<file path="src/rtl/core/vfr_pkg.sv">
// Package for the vertex first-use remap block.
// Field widths, opcodes, queue item and table entry types. No dependencies.
`timescale 1ns / 1ps

package vfr_pkg;

  localparam int MAX_VERTICES_DEF = 4096;
  localparam int VCOUNT_W = 13;
  localparam int IDX_W = 12;
  localparam int POS_W = 12;
  localparam int OP_W = 2;
  localparam int S_DATA_W = 16;
  localparam int M_DATA_W = 32;
  localparam int M_USER_W = 3;
  localparam logic [VCOUNT_W-1:0] VCOUNT_RESET = 13'd4096;

  localparam int Q_DEPTH = 2;
  localparam int Q_AW = 1;

  typedef enum logic [OP_W-1:0] {
    OP_CLEAR  = 2'd0,
    OP_FEED   = 2'd1,
    OP_FINISH = 2'd2,
    OP_READ   = 2'd3
  } op_t;

  typedef struct packed {
    op_t              op;
    logic             err;
    logic [IDX_W-1:0] idx;
  } item_t;

  typedef struct packed {
    logic             valid;
    logic [POS_W-1:0] pos;
  } entry_t;

endpackage

</file>
<file path="src/rtl/core/vfr_front.sv">
// Front end: accepts requests and classifies them (opcode, range error).
// Depends on vfr_pkg.
`timescale 1ns / 1ps

module vfr_front import vfr_pkg::*; #(
  parameter int CW = 13
) (
  input  logic                s_tvalid,
  output logic                s_tready,
  input  logic [S_DATA_W-1:0] s_tdata,
  input  logic [OP_W-1:0]     s_tuser,
  input  logic [CW-1:0]       eff_count,
  input  logic                init_busy,
  input  logic                q_full,
  output logic                push,
  output item_t               item
);

  op_t              op;
  logic [IDX_W-1:0] idx;
  logic             out_of_range;

  assign op  = op_t'(s_tuser);
  assign idx = s_tdata[IDX_W-1:0];
  assign out_of_range = 32'(idx) >= 32'(eff_count);

  assign s_tready = !q_full && !init_busy;
  assign push     = s_tvalid && s_tready;

  always_comb begin
    item.op  = op;
    item.idx = idx;
    item.err = (op == OP_FEED || op == OP_READ) && out_of_range;
  end

endmodule

</file>
<file path="config.mk">
export PLATFORM = sky130hd
export DESIGN_NAME = vfr_front
export DESIGN_NICKNAME = d
export VERILOG_FILES = /design/src/rtl/core/vfr_pkg.sv /design/src/rtl/core/vfr_front.sv
export SDC_FILE = /design/constraint.sdc
export NUM_CORES = 1
export LEC_CHECK = 0
export ABC_CLOCK_PERIOD_IN_PS = 1400
export BUFFER_PORTS_ARGS = -buffer_cell sky130_fd_sc_hd__buf_4
export CORE_AREA = 2 2 39 41
export DETAILED_ROUTE_END_ITERATION = 6
export DIE_AREA = 0 0 41 43
export PLACE_DENSITY = 0.86
export SETUP_SLACK_MARGIN = 0.02
export SLEW_MARGIN = 20
export SYNTH_ARGS = -nofsm -noshare
export SYNTH_HDL_FRONTEND = slang
export SYNTH_SLANG_ARGS = --single-unit
</file>
<file path="constraint.sdc">
create_clock -name vclk -period 1.4
set_input_delay 0.14 -clock vclk [all_inputs]
set_output_delay 0.14 -clock vclk [all_outputs]
set_load 0.03 [all_outputs]
</file>
==> results of run 1 <==
-- stage by stage --
stage	power, W	setup slack (ns)
global placement	0.000222	-0.154
CTS	0.000246	-0.0405
floorplan	0.000144	0.0692
finish	0.000265	0.0119
global route	0.000291	-0.0870
detailed placement	0.000228	-0.178
-- cells by family after synthesis --
| logic type | after synthesis | share of synthesized area (%) |
|---|---|---|
| AND/OR/NAND/NOR | 10 | 13.5 |
| AO/OA/AOI/OAI | 10 | 14.4 |
| buffers and inverters | 28 | 36.9 |
| adder cells (fa/ha/maj) | 12 | 35.2 |
-- metal layers --
metal	vias to the layer above	GRT usage (%)	wire, um
met5	-	0	0
met4	0	0	0
met3	0	0	146
met2	27	21.9	544
met1	208	12.7	344
li1	247	-	-
-- worst max-delay path: stages --
cell and delay (ns):
buf_6 0.09, inv_4 0.05, ha_4 0.20, a21oi_2 0.12
a21boi_1 0.09, o31ai_2 0.24, o311ai_2 0.13, buf_4 0.18
-- synth_stat cells --
master | number | area [um^2]
a21boi_0 | 1 | 7.51
a21o_1 | 1 | 7.51
a21oi_1 | 5 | 25.0
and2_1 | 1 | 6.26
buf_4 | 14 | 105
ha_1 | 12 | 150
inv_1 | 14 | 52.6
nand2_1 | 3 | 11.3
nand3_1 | 1 | 5.00
nand4_1 | 1 | 6.26
nand4b_1 | 1 | 8.76
nor2_1 | 2 | 7.51
nor4_2 | 1 | 12.5
o21ai_0 | 1 | 5.00
o311ai_1 | 1 | 8.76
o31ai_1 | 1 | 7.51
-- worst max-delay path by stage --
stage	startpoint	endpoint	slack, ns	cells after the start
floorplan	eff_count[3]	item[12]	0.07	6
detailed placement	s_tdata[3]	item[12]	-0.18	7
finish	eff_count[3]	item[12]	0.01	8
CTS	eff_count[3]	item[12]	-0.04	8
global route	eff_count[3]	item[12]	-0.09	8
global placement	s_tdata[3]	item[12]	-0.15	7
-- final cells by class --
cell class / count / area share (%)
multi-input cells: 32 / 47.6
inverters: 14 / 6.93
well taps: 16 / 2.52
repair buffers: 45 / 43.0
-- repair_timing --
action	in CTS	in global routing
hold buffers	0	0
gates resized for setup	9	10
endpoints found under the hold margin	0	0
setup endpoints to repair	1	1
pin swaps	6	1
-- power by group through the flow --
stage | clock network [W] | registers [W] | logic [W]
final | 0 | 0 | 0.000265
after global placement | 0 | 0 | 0.000222
after CTS | 0 | 0 | 0.000246
after global routing | 0 | 0 | 0.000291
after detailed placement | 0 | 0 | 0.000228
after floorplan | 0 | 0 | 0.000144
==> flow_summary.yaml, run 1 <==
run_status:
  status: "finished clean"
floorplanning:
  initial_core_util_pct: 30.8
  die_h_um: 43
  die_w_um: 41
  io_pins: 51
  rows: 14
  dieArea_um2: 1760
  coreArea_um2: 1380
timing:
  setup_tns_ns: 0
  hold_slack_ns: 0.280
  fin_crit_sh_pct: 99.2
  rsz0062_at_grt: "true"
  hold_viol_final: 0
  max_slew.worst_pin.slew_ns: 0.228
  slew_violations: 0
  finalSetupViolations: 0
  fin_crit_ns: 1.39
  slew_headroom_pct: 84.7
  max_freq_mhz: 720
logic_synthesis:
  synth_cell_types: 16
  yosys_warnings: 0
  syn_area_per_cell_um2: 7.11
  synthesis.area_um2: 427
  yosysSeqAreaShare_pct: 0
  synthCells: 60
  synth_fp_nets: 106
final_layout:
  drive_gt1_share_pct: 69.2
  mostFrequentLayoutCells: "44 x buf_4, 9 x inv_1, 7 x ha_4"
  regArea_um2: 0
  fillers: 129
  final_util_pct: 57.4
  diodes: 0
  final_common_cell: "buf_4"
  final_nets: 139
  num-clock-buffers: 0
  area_growth_pct: 86.2
  fin_area_um2: 795
  multiInputGateArea_um2: 378
  seq_cell_count: 0
  final_cells: 107
routing:
  drt-wirelength-per-cell_um: 9.67
  antenna_left: 0
  drcViolationCount: 0
  wirelength_mm: 1.04
  firstDrtPassIters: 1
  routed_via_density: 4.50
  vias: 482
  first_iter_violations: 0
flow_run:
  maxCapViolCount: 0
grt:
  grt_usage_pct: 11.0
  grt_pass1_wl_mm: 1.48
  grt-ovfl-total: 0
  first_global_vias: 433
  grt_max_degree: 4
  antenna_found_initial: 0
clocking:
  post_cts_buffers: 0
placed_design:
  port_buffers: 45
  dpl_cell_area_um2: 687
  dp_cells: 107
  place_congestion: 0.598
  dpl.hpwl_um: 893
pwr:
  seqPwrFrac_pct: 0
  comb_power_share_pct: 100.0
  clockPowerShare_pct: 0
  power.internal_w: 0.000135
  powerDensity_nw_per_um2: 334
  peakVddDrop_uv: 127
  p_sw_w: 0.000130
  p_leak_nw: 0.423
  switching_share_pct: 49.0
worst_hold_path:
  holdPathStages: 0
  whs_endpoint: "item[14]"
  min_path_type: "in -> out"
  min_from: "s_tuser[1]"
worst_setup_path:
  end_kind: "output port"
  critPathKind: "in -> out"
  critPathRequiredTime_ns: 1.26
  worstPathArrival_ns: 1.25
  crit_path_max_fanout: 3
  startpoint_type: "input port"
(Power assumes the default switching activity.)
==> run 2: changes to the inputs <==
- REMOVE_ABC_BUFFERS: not set -> 1
==> run 2 against run 1 <==
Net effect: global-route usage increased by 0.30 points; power fell by 4.9%; die area did not move; worst hold slack about the same; via count is 1.0% lower; cell area shrank 3.8%; sequential share of layout area is the same; critical path depth unchanged; fmax rose by 2.3%; critical path type unchanged.
==> flow_summary.yaml, run 2 (synthesis gave the netlist of run 1 again) <==
routing:
  firstDrtPassIters: 2
  antenna_left: 0
  first_iter_violations: 5
  vias: 477
  wl_met1_um: 353
  dr_wl_met2_um: 597
  routed_via_density: 4.46
  wirelength_mm: 1.04
  route.met3.wl_um: 83
  drt-wirelength-per-cell_um: 9.67
  drcViolationCount: 0
  highest_layer: "met3"
grt:
  grt-ovfl-total: 0
  grt_pass1_wl_mm: 1.50
  antenna_found_initial: 0
  grt_usage_pct: 11.3
  grt_max_degree: 4
  first_global_vias: 465
final_layout:
  regArea_um2: 0
  fillers: 130
  area_growth_pct: 79.2
  diodes: 0
  mostFrequentLayoutCells: "44 x buf_4, 12 x inv_1, 6 x ha_1, 6 x ha_4, 4 x a21oi_1"
  num-clock-buffers: 0
  final_util_pct: 55.2
  final_nets: 139
  final_common_cell: "buf_4"
  multiInputGateArea_um2: 348
  seq_cell_count: 0
  fin_area_um2: 764
  drive_gt1_share_pct: 60.4
timing:
  max_slew.worst_pin.slew_ns: 0.238
  fin_crit_ns: 1.36
  hold_viol_final: 0
  fin_crit_sh_pct: 96.9
  slew_headroom_pct: 83.9
  slew_violations: 0
  max_freq_mhz: 737
  rsz0062_at_grt: "true"
  finalSetupViolations: 0
  hold_slack_ns: 0.280
floorplanning:
  rows: 14
  initial_core_util_pct: 30.8
  die_h_um: 43
  coreArea_um2: 1380
  dieArea_um2: 1760
  die_w_um: 41
  io_pins: 51
worst_setup_path:
  critPathRequiredTime_ns: 1.26
  worstPathArrival_ns: 1.22
  startpoint_type: "input port"
  endpoint: "item[12]"
  critPathKind: "in -> out"
  crit_path_max_fanout: 3
  end_kind: "output port"
  crit_slowest_cell: "o31ai_1"
  crit_path_start: "eff_count[3]"
  path_cells: "buf_6 > inv_4 > ha_4 > a21oi_2 > a21boi_1 > o31ai_1 > o311ai_1 > buf_4"
  cpPeakStageDelay_ns: 0.24
pwr:
  p_leak_nw: 0.426
  seqPwrFrac_pct: 0
  power.internal_w: 0.000129
  powerDensity_nw_per_um2: 329
  power_w: 0.000252
  peakVddDrop_uv: 184
  switching_share_pct: 48.8
  comb_power_share_pct: 100.0
  clockPowerShare_pct: 0
  p_sw_w: 0.000123
clocking:
  cts_hold_buf: 0
  post_cts_buffers: 0
worst_hold_path:
  min_path_type: "in -> out"
  holdPathStages: 0
placed_design:
  place_congestion: 0.609
  dpl_cell_area_um2: 679
  port_buffers: 45
flow_run:
  maxCapViolCount: 0
run_status:
  status: "finished clean"
## run 2: cell counts in the layout (fill, tap and decap cells not counted)
No cell type changed its count.
## run 2: layout make-up
cell class                      count  share of cell area [%]
Multi-Input combinational cell     32                    45.5
Timing Repair Buffer               45                    44.7
Inverter                           14                    7.20
Tap cell                           16                    2.62
## run 2: per-stage QoR
stage	cells	setup TNS (ns)	setup slack, ns
2_1_floorplan	46	-0.125	-0.125
3_5_place_dp	107	-0.120	-0.120
3_3_place_gp	107	-0.0945	-0.0945
4_1_cts	107	0	0.0216
6_report	107	0	0.0434
5_1_grt	107	-0.0549	-0.0549
## run 2: layer usage
| metal | GRT usage, % | up-vias |
|---|---|---|
| met5 | 0 | - |
| met1 | 9.81 | 208 |
| met4 | 0 | 0 |
| met2 | 25.6 | 22 |
| li1 | - | 247 |
| met3 | 0 | 0 |
## run 2: power groups by stage
stage | clock network [W] | logic (W) | registers [W]
after floorplan | 0 | 0.0000674 | 0
after global placement | 0 | 0.000220 | 0
after detailed placement | 0 | 0.000225 | 0
after CTS | 0 | 0.000247 | 0
after global routing | 0 | 0.000277 | 0
final | 0 | 0.000252 | 0
## run 2: worst max-delay path: cells and delay by family
kind | cells | cell delay [ns]
AO/OA/AOI/OAI | 4 | 0.55
adder cells (fa/ha/maj) | 1 | 0.20
buffers and inverters | 3 | 0.34
## run 2: timing repair
item | 4_1_cts | 5_1_grt
pin swaps | 6 | 2
gates resized for setup | 9 | 3
endpoints found under the setup margin | 1 | 1
## run 2: how the worst min path moves through the flow
stage / slack [ns] / endpoint / start
2_1_floorplan: 0.28 / item[0] / s_tdata[0]
3_3_place_gp: 0.28 / item[14] / s_tuser[1]
3_5_place_dp: 0.28 / item[14] / s_tuser[1]
4_1_cts: 0.28 / item[14] / s_tuser[1]
5_1_grt: 0.28 / item[14] / s_tuser[1]
6_report: 0.28 / item[14] / s_tuser[1]
