File: config.mk
export PLATFORM = sky130hd
export DESIGN_NAME = vfr_queue
export DESIGN_NICKNAME = d
export VERILOG_FILES = /design/src/rtl/core/vfr_pkg.sv /design/src/rtl/core/vfr_queue.sv
export SDC_FILE = /design/constraint.sdc
export NUM_CORES = 1
export LEC_CHECK = 0
export BUFFER_PORTS_ARGS = -buffer_cell sky130_fd_sc_hd__buf_2
export CAP_MARGIN = 20
export CORE_MARGIN = 1.5
export CORE_UTILIZATION = 45
export DETAILED_ROUTE_END_ITERATION = 7
export PLACE_DENSITY = 0.73
export SLEW_MARGIN = 15
export SYNTH_ARGS = -nofsm -noshare
export SYNTH_HDL_FRONTEND = slang
export SYNTH_SLANG_ARGS = --single-unit
File: constraint.sdc
create_clock -name clk -period 1.5 [get_ports clk]
set_input_delay 0 -clock clk [delete_from_list [all_inputs] [get_ports clk]]
set_output_delay 0 -clock clk [all_outputs]
set_load 0.02 [all_outputs]
File: src/rtl/core/vfr_pkg.sv
// Package for the vertex first-use remap block.
// Field widths, opcodes, queue item and table entry types. No dependencies.
`timescale 1ns / 1ps

package vfr_pkg;

  localparam int MAX_VERTICES_DEF = 4096;
  localparam int VCOUNT_W = 13;
  localparam int IDX_W = 12;
  localparam int POS_W = 12;
  localparam int OP_W = 2;
  localparam int S_DATA_W = 16;
  localparam int M_DATA_W = 32;
  localparam int M_USER_W = 3;
  localparam logic [VCOUNT_W-1:0] VCOUNT_RESET = 13'd4096;

  localparam int Q_DEPTH = 2;
  localparam int Q_AW = 1;

  typedef enum logic [OP_W-1:0] {
    OP_CLEAR  = 2'd0,
    OP_FEED   = 2'd1,
    OP_FINISH = 2'd2,
    OP_READ   = 2'd3
  } op_t;

  typedef struct packed {
    op_t              op;
    logic             err;
    logic [IDX_W-1:0] idx;
  } item_t;

  typedef struct packed {
    logic             valid;
    logic [POS_W-1:0] pos;
  } entry_t;

endpackage

File: src/rtl/core/vfr_queue.sv
// Short request queue between front and back end.
// Depends on vfr_pkg.
`timescale 1ns / 1ps

module vfr_queue import vfr_pkg::*; (
  input  logic  clk,
  input  logic  rst,
  input  logic  push,
  input  item_t push_item,
  output logic  full,
  output logic  valid,
  output item_t head,
  input  logic  pop
);

  item_t           slots [Q_DEPTH];
  logic [Q_AW-1:0] wr_ptr;
  logic [Q_AW-1:0] rd_ptr;
  logic [Q_AW:0]   count;

  assign full  = count == (Q_AW + 1)'(Q_DEPTH);
  assign valid = count != '0;
  assign head  = slots[rd_ptr];

  always_ff @(posedge clk) begin
    if (rst) begin
      wr_ptr <= '0;
      rd_ptr <= '0;
      count  <= '0;
    end else begin
      if (push) begin
        wr_ptr <= wr_ptr + Q_AW'(1);
      end
      if (pop) begin
        rd_ptr <= rd_ptr + Q_AW'(1);
      end
      if (push && !pop) begin
        count <= count + (Q_AW + 1)'(1);
      end else if (!push && pop) begin
        count <= count - (Q_AW + 1)'(1);
      end
    end
  end

  always_ff @(posedge clk) begin
    if (push) begin
      slots[wr_ptr] <= push_item;
    end
  end

endmodule

==> results of run 1 <==
==> power by group <==
part           switching, mW  internal (mW)  total, mW
Combinational          0.177          0.170      0.346
Sequential            0.0217           1.13       1.15
Clock                  0.273          0.173      0.446
==> sequential cells by signal, indices dropped and copies added, names as in the netlist, named ones only <==
signal / flops
count: 2
rd_ptr: 1
slots: 30
wr_ptr: 1
==> worst max-delay path: stages (launching register included) <==
cell and delay (ps):
dfxtp_1 320, buf_4 220, mux2_2 360, buf_2 160
==> path summary, 6_finish.rpt <==
path	cells past startpoint	end	slack, ps	startpoint
worst min-delay path	2	slots[1][9]$_DFFE_PP_	390	push_item[9]
worst min register to register	2	count[1]$_SDFFE_PP0P_	520	count[1]$_SDFFE_PP0P_
worst max-delay path	3	head[13]	120	flip-flop
worst max register to register	2	slots[1][14]$_DFFE_PP_	400	wr_ptr$_SDFFE_PP0P_
==> stage by stage <==
stage                     hold WS, ps  utilization [%]
after floorplan                 69.07                -
after global placement          191.9            56.29
after detailed placement        193.6            56.29
after CTS                       368.8            64.67
after global routing            380.2            64.67
final                           395.0            64.67
==> area by class of cell <==
type	count	area, µm²	share of cell area (%)
clock buffers	6	41.29	2.335
clock inverters	2	7.507	0.4246
inverters	1	3.754	0.2123
multi-input cells	31	275.3	15.57
flip-flops and latches	35	1001	56.62
well taps	31	38.79	2.194
repair buffers	59	400.4	22.65
==> timing repair <==
item / 4_1_cts / 5_1_grt
hold buffers: 18 / 0
resized for setup: 0 / 0
buffers inserted: 0 / 0
hold endpoints to repair: 35 / 0
==> cell families (layout without fill, tap and decap cells) <==
logic type,count (synthesis),in the layout,synth area share (%)
flops,35,35,77.44
mux,15,15,13.07
simple gates,9,9,3.776
xor+xnor,4,4,2.711
buf+inv,3,68,1.258
compound gates,2,2,0.7737
fa+ha+maj,1,1,0.9679
==> layer usage <==
layer  routed length (µm)  vias up  global-route usage [%]  part of all wire, %
met2                 1035       26                   23.59                   49
met3                  136        6                   6.912                  6.5
met5                    0        -                       0                    0
met4                   40        0                   6.122                  1.9
li1                     -      387                       -                    -
met1                  879      366                   17.65                   42
==> placed cells by master (no fill, tap or decap), drive strengths merged, types with 2 or more instances in the layout <==
cell,instances
buf,41
edfxtp,30
dlygate4sd3,18
mux2,15
clkbuf,6
dfxtp,5
nor2,4
xor2,2
xnor2,2
clkinv,2
==> summary.txt, run 1 <==
Run status
  • Status: finished, final reports clean

Route
  • Antenna-violating nets left: 0
  • Detailed Route Iter0 Violations: 14
  • WL/cell: 12.68 µm
  • WL final: 2092 µm
  • Drt pass-1 iters: 4
  • Via count: 785
  • Vias per cell: 4.758
  • Number of remaining DRC errors: 0

STA
  • Min Tclk post-route: 1379 ps
  • Worst Tran Pin Value: 208.2 ps
  • Setup violators final: 0
  • Tcrit/Tclk final: 91.94%
  • FMAX: 725.1 MHz
  • Worst Slack Setup Final: 121.0 ps
  • Slew HR: 86.12%
  • Setup TNS: 0 ps
  • RSZ-0062 raised after global routing: no
  • Post-Route Skew: 6.117 ps
  • Fin. Hold Viols: 0
  • Slew Viols, Final: 0

Yosys
  • Mapped Cells: 69
  • Cell variety after synth: 17
  • Cell accounting for the most synthesized area: edfxtp_1
  • Post-synth top cells: 30 x edfxtp_1, 15 x mux2_2, 5 x dfxtp_1
  • Top-count cell post-synth: edfxtp_1
  • Fraction of the yosys area taken by sequential cells: 77.44%
  • YS warnings: 0
  • Top post-synthesis cells by area: edfxtp_1 70%, mux2_2 13%, dfxtp_1 7.7%
  • Synthesized area: 1292 µm²
  • Number of synthesized register bits: 35
  • Ys async rst share: 0%
  • Syn_area_per_cell: 18.73 µm²
  • EDFF count, synth: 30
  • Syn Nets: 89
  • Post-synth top area share: 69.70%
  • Top FF cell, synth: edfxtp_1

Global route
  • GRT Resource Usage Total: 14.96%
  • Vias in the first global route: 789
  • Largest net degree at the start of global routing: 16
  • Antenna violations before repair: 0
  • Grt ovf: 0
  • First-pass GRT wire length: 3415 µm

Placement
  • Post-DP HPWL: 1404 µm
  • Port Buffers: 35
  • Placed Area: 1539 µm²
  • GP Congestion: 0.6759
  • Placed cell count: 139
  • Setup Slack @ Placement: 385.2 ps

Floorplan
  • Std-Cell Rows: 19
  • Die width: 56.59 µm
  • Core area: 2734 µm²
  • Ports: 36
  • Die area: 3202 µm²
  • Die Span Y: 56.59 µm
  • Starting Density: 47.28%

Min path
  • Worst hold path type: in2reg

Layout
  • Share of cells above drive strength 1: 47.01%
  • Antenna diodes: 0
  • # fillers: 207
  • Final Non-Filler Cells: 165
  • Post-Layout Inst Area: 1768 µm²
  • Area growth syn-to-layout: 36.79%
  • Nets: 153

Clock tree
  • H-tree depth: 2
  • CTS tree: built
  • CTS Buffer Depth: 2
  • CTS Buf Count: 5
  • Root Buffer: clkbuf_4
  • Worst-path clk slew: 90 ps
  • Worst-Skew Late Latency: 320 ps
  • Sink Count: 35

Setup path
  • Worst Path Required: 1500 ps
  • CP Data Arrival Time: 1380 ps
  • Crit path kind: reg2out
  • CP startpoint kind: flip-flop
  • CP Max Fanout: 15
  • Crit. End Element: output pin

Flow run
  • Maxcap violations: 0

Power and ir drop
  • Maximum vdd drop: 0.8447 mV
  • PD cells: 1098 nW/µm²
  • Final Total Pwr: 1.942 mW
  • Leak: 0.7069 nW
Note: power is estimated with default switching activity, not from simulation.
==> run 2, diff against run 1 <==
Settings changed: ABC_AREA from default to 1, CORE_UTILIZATION 45 to 46, PLACE_DENSITY 0.73 to 0.74.
==> run 2 against run 1 <==
Register-to-register slack got worse by 110 ps. Clock power increased by 81%. Worst setup slack got worse by 16 ps. Clock skew decreased by 1.3 ps. Non-clock buffer count decreased by 1.
==> summary.txt, run 2 <==
Layout
  • Max FFs per register: 30
  • Share of cells above drive strength 1: 43.06%
  • FF+latch area: 1002 µm²
  • Biggest register: slots
  • Area of the multi-input gates: 299.0 µm²
  • Area growth syn-to-layout: 37.03%
  • Nets: 163
  • Largest registers: slots (30), count (2)
  • Commonest non-fill, non-tap cell in the layout: buf_2
  • Antenna diodes: 0
  • Most frequent cells in the layout: 35 x buf_2, 30 x edfxtp_1, 19 x dlygate4sd3_1, 10 x mux2_4, 9 x inv_1
  • # fillers: 212

Floorplan
  • Ports: 36
  • Core area: 2781 µm²
  • Std-Cell Rows: 19
  • Die width: 57.48 µm
  • Die area: 3303 µm²
  • Starting Density: 49.08%
  • Die Span Y: 57.48 µm

Route
  • Detailed Route Iter0 Violations: 25
  • Number of remaining DRC errors: 0
  • Vias per cell: 4.714
  • WL final: 2123 µm
  • Via count: 825
  • Antenna-violating nets left: 0
  • WL/cell: 12.13 µm
  • Drt pass-1 iters: 3

Setup path
  • Buf/Inv on CP: 2
  • Reg2reg setup slack: 290 ps
  • CP top delay family: flip-flops
  • Reg2reg path depth: 3
  • CP max-delay cell: dfxtp_2
  • CP startpoint kind: flip-flop
  • CP Max Fanout: 7
  • Worst Path Required: 1500 ps
  • Crit. End Element: output pin
  • CP Cell Sequence: buf_4 -> mux2_4 -> buf_2
  • Slowest stage delay, CP: 400 ps
  • Launch point of the worst reg-to-reg path: rd_ptr$_SDFFE_PP0P_
  • CP Data Arrival Time: 1400 ps
  • Crit path kind: reg2out

Min path
  • Hold Crit Endpoint: slots[0][2]$_DFFE_PP_
  • Hold path start: push_item[2]
  • Worst hold path type: in2reg
  • Hold Path Stages: 2

STA
  • RSZ-0062 raised after global routing: no
  • Min Tclk post-route: 1395 ps
  • Post-Route Skew: 4.832 ps
  • FMAX: 716.6 MHz
  • Final Hold Slack: 390.7 ps
  • Worst Tran Pin Value: 209.8 ps
  • Tcrit/Tclk final: 93.03%
  • Slew Viols, Final: 0
  • Setup violators final: 0
  • Slew HR: 86.01%
  • Fin. Hold Viols: 0
  • Worst Slack Setup Final: 104.6 ps
  • Setup TNS: 0 ps

Yosys
  • Mapped Cells: 80
  • YS warnings: 0
  • Post-synth top area share: 65.99%
  • Syn Nets: 100
  • Syn_area_per_cell: 17.06 µm²
  • Fraction of the yosys area taken by sequential cells: 73.33%
  • Top FF cell, synth: edfxtp_1
  • Number of synthesized register bits: 35
  • Cell variety after synth: 16
  • Post-synth top cells: 30 x edfxtp_1, 10 x mux2_4, 9 x inv_1
  • Top post-synthesis cells by area: edfxtp_1 66%, mux2_4 11%, dfxtp_1 7.3%
  • EDFF count, synth: 30
  • Synthesized area: 1365 µm²
  • Top-count cell post-synth: edfxtp_1
  • Ys async rst share: 0%
  • Cell accounting for the most synthesized area: edfxtp_1

Global route
  • Antenna violations before repair: 0
  • First-pass GRT wire length: 3277 µm
  • GRT Resource Usage Total: 14.03%
  • Vias in the first global route: 814
  • Largest net degree at the start of global routing: 16
  • Grt ovf: 0

Power and ir drop
  • Leak: 0.8003 nW
  • PD cells: 1223 nW/µm²
  • Maximum vdd drop: 1.238 mV

Placement
  • Setup Slack @ Placement: 365.0 ps
  • Port Buffers: 35
  • GP Congestion: 0.6601
  • Post-DP HPWL: 1459 µm

Clock tree
  • CTS Buffer Depth: 2
  • Sink Count: 35
  • Post-CTS Setup Repair Bufs: 0
  • Worst-path clk slew: 100 ps
  • H-tree depth: 2
  • CTS tree: built
  • CTS Buf Count: 5
  • Root Buffer: clkbuf_4
  • Worst-Skew Late Latency: 320 ps

Run status
  • Status: finished, final reports clean

Flow run
  • Maxcap violations: 0
-- run 2: changes by cell type in the layout (fill, tap and decap cells not counted), moves of 6 or more --
cell	delta
mux2_2	-10
mux2_4	+10
nand2_1	+6
inv_1	+8
-- run 2: routing by layer --
layer	global-route usage [%]	routed length (µm)	vias to the layer above	part of all wire (%)
met5	0	0	-	0
met4	5.980	45	0	2.1
met3	7.256	149	5	7.0
met2	23.70	1078	28	51
met1	14.55	849	382	40
li1	-	-	410	-
-- run 2: cells by family (layout without fill, tap and decap cells) --
kind of cell	after synthesis	after routing	synth area share, %
xor gates and xnor gates	1	1	0.6417
DFF	35	35	73.33
and+or+nand+nor	15	15	4.491
buffers and inverters	11	75	4.766
adders and majority gates	1	1	0.9164
AOI/OAI and AO/OA	2	2	0.7326
muxes	15	15	15.12
-- run 2: worst max-delay path by stage --
stage                        startpoint                     to  slack [ps]  depth (start not counted)
floorplan           wr_ptr$_SDFFE_PP0P_  slots[0][0]$_DFFE_PP_         140                          1
global placement              flip-flop               head[10]         390                          3
detailed placement            flip-flop                head[9]         370                          3
CTS                           flip-flop                head[9]          80                          3
global route                  flip-flop               head[10]          40                          3
finish                        flip-flop               head[10]         100                          3
-- run 2: final cells by class --
type | count | area share [%]
Inverter | 9 | 1.806
Multi-Input combinational cell | 34 | 15.99
Sequential cell | 35 | 53.58
Clock inverter | 2 | 3.211
Clock buffer | 6 | 2.207
Timing Repair Buffer | 58 | 21.14
Tap cell | 31 | 2.074
-- run 2: power breakdown --
group	total (mW)	leakage [nW]	switching (mW)	internal, mW
logic	0.340	0.424	0.170	0.170
registers	1.14	0.324	0.0211	1.12
clock network	0.809	0.0525	0.289	0.520
total	2.29	0.800	0.480	1.81
-- run 2: what timing repair did --
action | in CTS | in global routing
hold buffers | 19 | 0
gates resized for setup | 1 | 0
setup endpoints to repair | 7 | 0
hold endpoints to repair | 35 | 0
-- run 2: metrics by stage --
stage / util (%) / cells / total power, mW / instance area, µm²
final: 67.25 / 175 / 2.288 / 1871
after global routing: 67.25 / 175 / 2.378 / 1871
after CTS: 67.25 / 175 / 2.314 / 1871
after detailed placement: 56.73 / 148 / 1.465 / 1578
after global placement: 56.73 / 148 / 1.455 / 1578
after floorplan: - / 80 / 1.373 / 1365
==> run 3, diff against run 2 <==
Settings changed: CORE_UTILIZATION 46 to 55, CTS_BUF_LIST from default to sky130_fd_sc_hd__clkbuf_8, PLACE_DENSITY 0.74 to 0.83.
Clock period 1.5 ns to 1.7 ns, I/O delays scaled along.
==> run 3 against run 2 <==
Worst setup slack improved by 77 ps. Final area shrank 2.8%. Largest cell class unchanged. Die area is 16% lower. Sequential power down 11%.
==> summary.txt, run 3 (synthesized netlist as in run 2, its figures left out) <==
Layout
  • # fillers: 123
  • Nets: 159
  • Antenna diodes: 0
  • Commonest non-fill, non-tap cell in the layout: buf_2
  • Most frequent cells in the layout: 35 x buf_2, 30 x edfxtp_1, 16 x dlygate4sd3_1, 10 x mux2_4, 10 x inv_1
  • Post-Layout Inst Area: 1818 µm²
  • Max FFs per register: 30
  • Area growth syn-to-layout: 33.18%
  • Share of cells above drive strength 1: 42.86%
  • Largest registers: slots (30), count (2)
  • Biggest register: slots

Route
  • WL final: 2450 µm
  • Via count: 839
  • Vias per cell: 4.994
  • Antenna-violating nets left: 0
  • Detailed Route Iter0 Violations: 22
  • WL/cell: 14.58 µm
  • Drt pass-1 iters: 4
  • Number of remaining DRC errors: 0

Clock tree
  • CTS Buf Count: 5
  • Post-CTS Setup Repair Bufs: 0
  • Sink Count: 35
  • Hold Buf Count CTS: 16
  • Worst-Skew Late Latency: 290 ps
  • Worst-path clk slew: 60 ps
  • H-tree depth: 2
  • Root Buffer: clkbuf_8
  • CTS tree: built
  • Resize count post-CTS: 0
  • CTS Buffer Depth: 2

Placement
  • GP Congestion: 0.6132
  • Placed Area: 1567 µm²
  • Port Buffers: 35
  • Post-DP HPWL: 1551 µm

STA
  • Setup violators final: 0
  • FMAX: 658.6 MHz
  • Post-Route Skew: 6.483 ps
  • Slew HR: 60.29%
  • Slew Viols, Final: 0
  • Tcrit/Tclk final: 89.31%
  • Min Tclk post-route: 1518 ps
  • RSZ-0062 raised after global routing: no
  • Setup TNS: 0 ps
  • Worst Tran Pin Value: 595.0 ps
  • Fin. Hold Viols: 0

Setup path
  • Crit. End Element: output pin
  • Worst Path Required: 1700 ps
  • CP startpoint kind: flip-flop
  • Crit path kind: reg2out
  • Reg2reg setup slack: 460 ps
  • CP Max Fanout: 11
  • CP Data Arrival Time: 1520 ps
  • RR Endpoint: slots[1][2]$_DFFE_PP_
  • Reg2reg path depth: 2
  • Launch point of the worst reg-to-reg path: wr_ptr$_SDFFE_PP0P_

Global route
  • GRT Resource Usage Total: 21.28%
  • First-pass GRT wire length: 3822 µm
  • Grt ovf: 0
  • Antenna violations before repair: 0
  • Largest net degree at the start of global routing: 17
  • Vias in the first global route: 909

Floorplan
  • Starting Density: 59.98%
  • Die Span Y: 52.82 µm
  • Die width: 52.82 µm
  • Core area: 2276 µm²
  • Std-Cell Rows: 17
  • Ports: 36
  • Die area: 2790 µm²

Min path
  • Hold Path Stages: 3
  • Worst hold path type: in2reg
  • Hold Crit Endpoint: rd_ptr$_SDFFE_PP0P_
  • Hold path start: pop

Flow run
  • Maxcap violations: 0

Run status
  • Status: finished, final reports clean

Power and ir drop
  • Maximum vdd drop: 0.9406 mV
  • Leak: 0.7806 nW
  • PD cells: 1043 nW/µm²
-- run 3: cell types whose count changed in the layout (fill, tap and decap cells not counted), sizes merged --
cell	previous run	this run
buf	39	38
bufinv	2	0
clkinv	0	1
dlygate4sd3	19	16
inv	9	10
-- run 3: power breakdown --
| group | internal [mW] | switching, mW |
|---|---|---|
| sequential | 0.988 | 0.0193 |
| clock | 0.320 | 0.272 |
| combinational | 0.142 | 0.155 |
-- run 3: cell type report --
cell class | count | area (µm²) | share of cell area [%]
repair buffers | 54 | 357.8 | 19.68
clock buffers | 6 | 82.58 | 4.542
well taps | 28 | 35.03 | 1.927
inverters | 9 | 33.78 | 1.858
flip-flops and latches | 35 | 1001 | 55.06
clock inverters | 2 | 8.758 | 0.4818
multi-input cells | 34 | 299.0 | 16.45
-- run 3: worst max path at each step --
stage                        start                    end  slack [ps]  depth (start not counted)
3_5_place_dp   wr_ptr$_SDFFE_PP0P_  slots[1][6]$_DFFE_PP_         470                          2
4_1_cts                  flip-flop                head[2]         150                          3
6_report                 flip-flop                head[2]         180                          3
5_1_grt                  flip-flop                head[2]         100                          3
3_3_place_gp             flip-flop                head[2]         530                          3
2_1_floorplan  wr_ptr$_SDFFE_PP0P_  slots[0][0]$_DFFE_PP_         340                          1
-- run 3: metal layers --
| metal | GRT usage [%] | vias up | wire [µm] |
|---|---|---|---|
| li1 | - | 399 | - |
| met1 | 18.97 | 401 | 837 |
| met2 | 38.75 | 30 | 1412 |
| met3 | 8.571 | 9 | 126 |
| met4 | 13.25 | 0 | 74 |
| met5 | 0 | - | 0 |
-- run 3: stage by stage --
stage	hold slack, ps	power, mW	instances	setup slack (ps)	utilization, %
after floorplan	72.38	1.211	80	336.8	-
after detailed placement	196.0	1.294	144	470.7	68.83
final	5.145	1.895	168	181.7	79.88
after CTS	4.807	1.911	168	148.8	79.88
after global placement	188.6	1.279	144	532.0	68.83
after global routing	23.32	1.970	168	101.4	79.88
-- run 3: worst max-delay path, stage by stage (launching register included) --
cell	delay, ps
dfxtp_1	430
buf_4	280
mux2_2	370
buf_2	160
